**src/unique_with_index_macros.svh**
```systemverilog
// Assertion macros shared by the RTL. Each use stands on a line of its own.
`ifndef UNIQUE_WITH_INDEX_MACROS_SVH
`define UNIQUE_WITH_INDEX_MACROS_SVH

// The consequent must hold in the same cycle as the antecedent.
`define UWI_ASSERT_NOW(label, ante, cons, msg) \
	label: assert property (@(posedge clk) disable iff (!arst_n) (ante) |-> (cons)) \
		else $error(msg);

// The consequent must hold in the cycle after the antecedent.
`define UWI_ASSERT_NEXT(label, ante, cons, msg) \
	label: assert property (@(posedge clk) disable iff (!arst_n) (ante) |=> (cons)) \
		else $error(msg);

`endif

```
**src/uwi_ram.sv**
```systemverilog
module uwi_ram #(
	parameter int WIDTH = 8,
	parameter int DEPTH = 16,
	localparam int AW = $clog2(DEPTH)
) (
	input  logic             clk,
	input  logic             we,
	input  logic [AW-1:0]    waddr,
	input  logic [WIDTH-1:0] wdata,
	input  logic             re,
	input  logic [AW-1:0]    raddr,
	output logic [WIDTH-1:0] rdata
);

	logic [WIDTH-1:0] mem_q [DEPTH];

	always_ff @(posedge clk) begin
		if (we) begin
			mem_q[waddr] <= wdata;
		end
		if (re) begin
			rdata <= mem_q[raddr];
		end
	end

endmodule

```
**config.mk**
```make
export PLATFORM = sky130hd
export DESIGN_NAME = uwi_ram
export DESIGN_NICKNAME = d
export VERILOG_FILES = /design/src/unique_with_index_macros.svh /design/src/uwi_ram.sv
export SDC_FILE = /design/constraint.sdc
export NUM_CORES = 1
export LEC_CHECK = 0
export BUFFER_PORTS_ARGS = -buffer_cell sky130_fd_sc_hd__buf_2
export CAP_MARGIN = 20
export CORE_UTILIZATION = 55
export DETAILED_ROUTE_END_ITERATION = 16
export GPL_ROUTABILITY_DRIVEN = 0
export PLACE_DENSITY = 0.76
export RECOVER_POWER = 25
export SYNTH_ARGS = -nofsm -noshare
export SYNTH_HDL_FRONTEND = slang
export SYNTH_SLANG_ARGS = --single-unit
```
**constraint.sdc**
```tcl
create_clock -name clk -period 2.45 [get_ports clk]
set_input_delay 0.3675 -clock clk [delete_from_list [all_inputs] [get_ports clk]]
set_output_delay 0.3675 -clock clk [all_outputs]
set_load 0.02 [all_outputs]
```
==> results_dict.tcl <==
set metrics [dict create \
    outcome "complete, no violations" \
    nets 305 \
    die_height_um 99.5 \
    layout_common_cells "edfxtp_1, buf_4, buf_2" \
    worstSkewPairLatency_ns 0.52 \
    setup_violations 0 \
    place_area_sq_mm 0.00562 \
    cp-start-kind "register" \
    antenna_found_initial 0 \
    rsz0062_at_grt "no" \
    ir_drop_mv 0.572 \
    start_util_pct 56.6 \
    ios 27 \
    overflow 0 \
    postCtsSetupBuffers 0 \
    maxSlewHeadroom_pct 52.2 \
    dieArea_sq_mm 0.00990 \
    worstSetupPathType "reg2reg" \
    syn_area_per_cell_sq_um 22.8 \
    root_buffer "clkbuf_8" \
    drt-total-wl_um 10100 \
    drive_gt1_share_pct 30.2 \
    p_leak_uw 0.00206 \
    die_x_um 99.5 \
    maxCapViolations 0 \
    holdCritPathClass "in2reg" \
    grt_max_degree 18 \
    wl_per_cell_um 23.7 \
    drt_iter0_markers 248 \
    final_area_sq_mm 0.00615 \
    syn_nets 248 \
    cts-resized-gates 0 \
    num_vias 2538 \
    whs_ns 0.218 \
    clock.fmax_ghz 0.637 \
    cts_htree_levels 4 \
    finalCriticalPeriod_ns 1.57 \
    crit_required_ns 2.71 \
    crit_arrival_ns 1.83 \
    grt_pass1_wl_um 15200 \
    area_delta_synth_final_pct 17.7 \
    drtAntennaViolNets 0 \
    cts.sinks 136 \
    yosys_warnings 0 \
    grt_pass1_vias 2548 \
    ctsHoldBuffers 0 \
    antenna_cells 0 \
    tns_ns 0 \
    yosysSeqAreaShare_pct 78.1 \
    syn_inst 229 \
    syn_area_sq_mm 0.00523 \
    final_common_cell "edfxtp_1" \
    crit_start "mem_q[1][1]" \
    timing.rr.start "mem_q[1][1]" \
    core_sq_mm 0.00924 \
    clockBufferDepth 2 \
    grt_usage_pct 22.8 \
    drc 0 \
    crit_path_end_kind "register" \
    tightest_slew_ns 0.714 \
    slowest_stage "mux4_1" \
    slew_violations 0 \
    synth_cell_types 18 \
    clkSlewWorstSetupHoldPaths_ns 0.06 \
    hold_start "re" \
    routed_via_density 5.94 \
    synth_seq_cells 136 \
    yosysTopAreaCellShare_pct 78.1 \
    crit_chain "mux4_1, a22oi_1, nand2_1" \
    p_per_area_mw_per_mm2 842 \
    yosysTopAreaCell "edfxtp_1" \
    place.port_buffers 26 \
    min_period_over_period_pct 64.1 \
    cts_buffers 17 \
    hold_viol_final 0 \
    hpwl_um 6290 \
    synth_area_leaders "edfxtp_1, mux4_2, mux4_1, a22oi_1, nor2_1" \
    clock_skew_ns 0.00550 \
    tritoncts "built" \
    crit_fanout 1 \
    dr.pass1.iters 5 \
    row_count 35 \
    slowest_delay_ns 0.52 \
]
-- per-stage QoR --
| step | worst slack, ns | cells | power (uW) | util, % |
|---|---|---|---|---|
| 6_report | 0.880 | 427 | 5180 | 66.6 |
| 5_1_grt | 0.827 | 427 | 5320 | 66.6 |
| 4_1_cts | 0.859 | 427 | 5210 | 66.7 |
| 3_5_place_dp | 0.331 | 396 | 2940 | 60.9 |
| 3_3_place_gp | 0.340 | 396 | 2930 | 60.9 |
| 2_1_floorplan | 0.590 | 229 | 2830 | - |
-- sequential cells by signal (all words and copies together) (netlist names) --
register and cells:
rdata 8, mem_q 128
-- cell usage after synthesis --
master,instances
mux4_2,18
nand3b_1,2
nand2b_1,2
edfxtp_1,136
nand2_1,9
nor2_1,13
buf_2,3
a22oi_1,16
and2b_1,1
nand3_1,1
clkdlybuf4s25_2,3
buf_6,3
nor2b_1,1
mux4_1,14
nor3_1,4
and2_1,1
or3b_2,1
buf_4,1
-- layer usage --
layer / part of all wire (%) / vias up / track usage, %
met2: 49 / 133 / 34.2
met1: 41 / 1295 / 32.4
met4: 1.6 / 0 / 9.39
met3: 8.5 / 13 / 5.97
met5: 0 / - / 0
li1: - / 1097 / -
-- cells by family after synthesis --
| family | count (synthesis) | share of synthesized area [%] |
|---|---|---|
| compound gates | 16 | 2.30 |
| simple gates | 35 | 3.14 |
| mux | 32 | 14.8 |
| flops | 136 | 78.1 |
| buf+inv | 10 | 1.65 |
-- layout make-up --
| class | count | area [sq um] |
|---|---|---|
| Tap cell | 129 | 161 |
| Fill cell | 581 | 3090 |
| Sequential cell | 136 | 4080 |
| Timing Repair Buffer | 48 | 312 |
| Clock inverter | 13 | 123 |
| Clock buffer | 18 | 418 |
| Multi-Input combinational cell | 83 | 1060 |
-- critical path, delay by kind of cell, from the launching register on --
| family | cells | cell delay [ns] |
|---|---|---|
| flip-flops | 1 | 0.36 |
| AND/OR/NAND/NOR | 1 | 0.10 |
| multiplexers | 1 | 0.52 |
| AO/OA/AOI/OAI | 1 | 0.33 |
-- power breakdown --
part | switching, uW | internal [uW] | total [uW]
Combinational | 151 | 104 | 255
Sequential | 14.0 | 2620 | 2640
Clock | 944 | 1340 | 2290
Total | 1110 | 4070 | 5180
-- path summary, 6_finish.rpt --
path,to,slack (ns),depth (start not counted)
setup / recovery,rdata[1],0.88,3
hold / removal,rdata[7],0.22,1
setup reg to reg,rdata[1],0.88,3
hold reg to reg,rdata[4],0.75,3
Power figures use the tool's default switching activity.
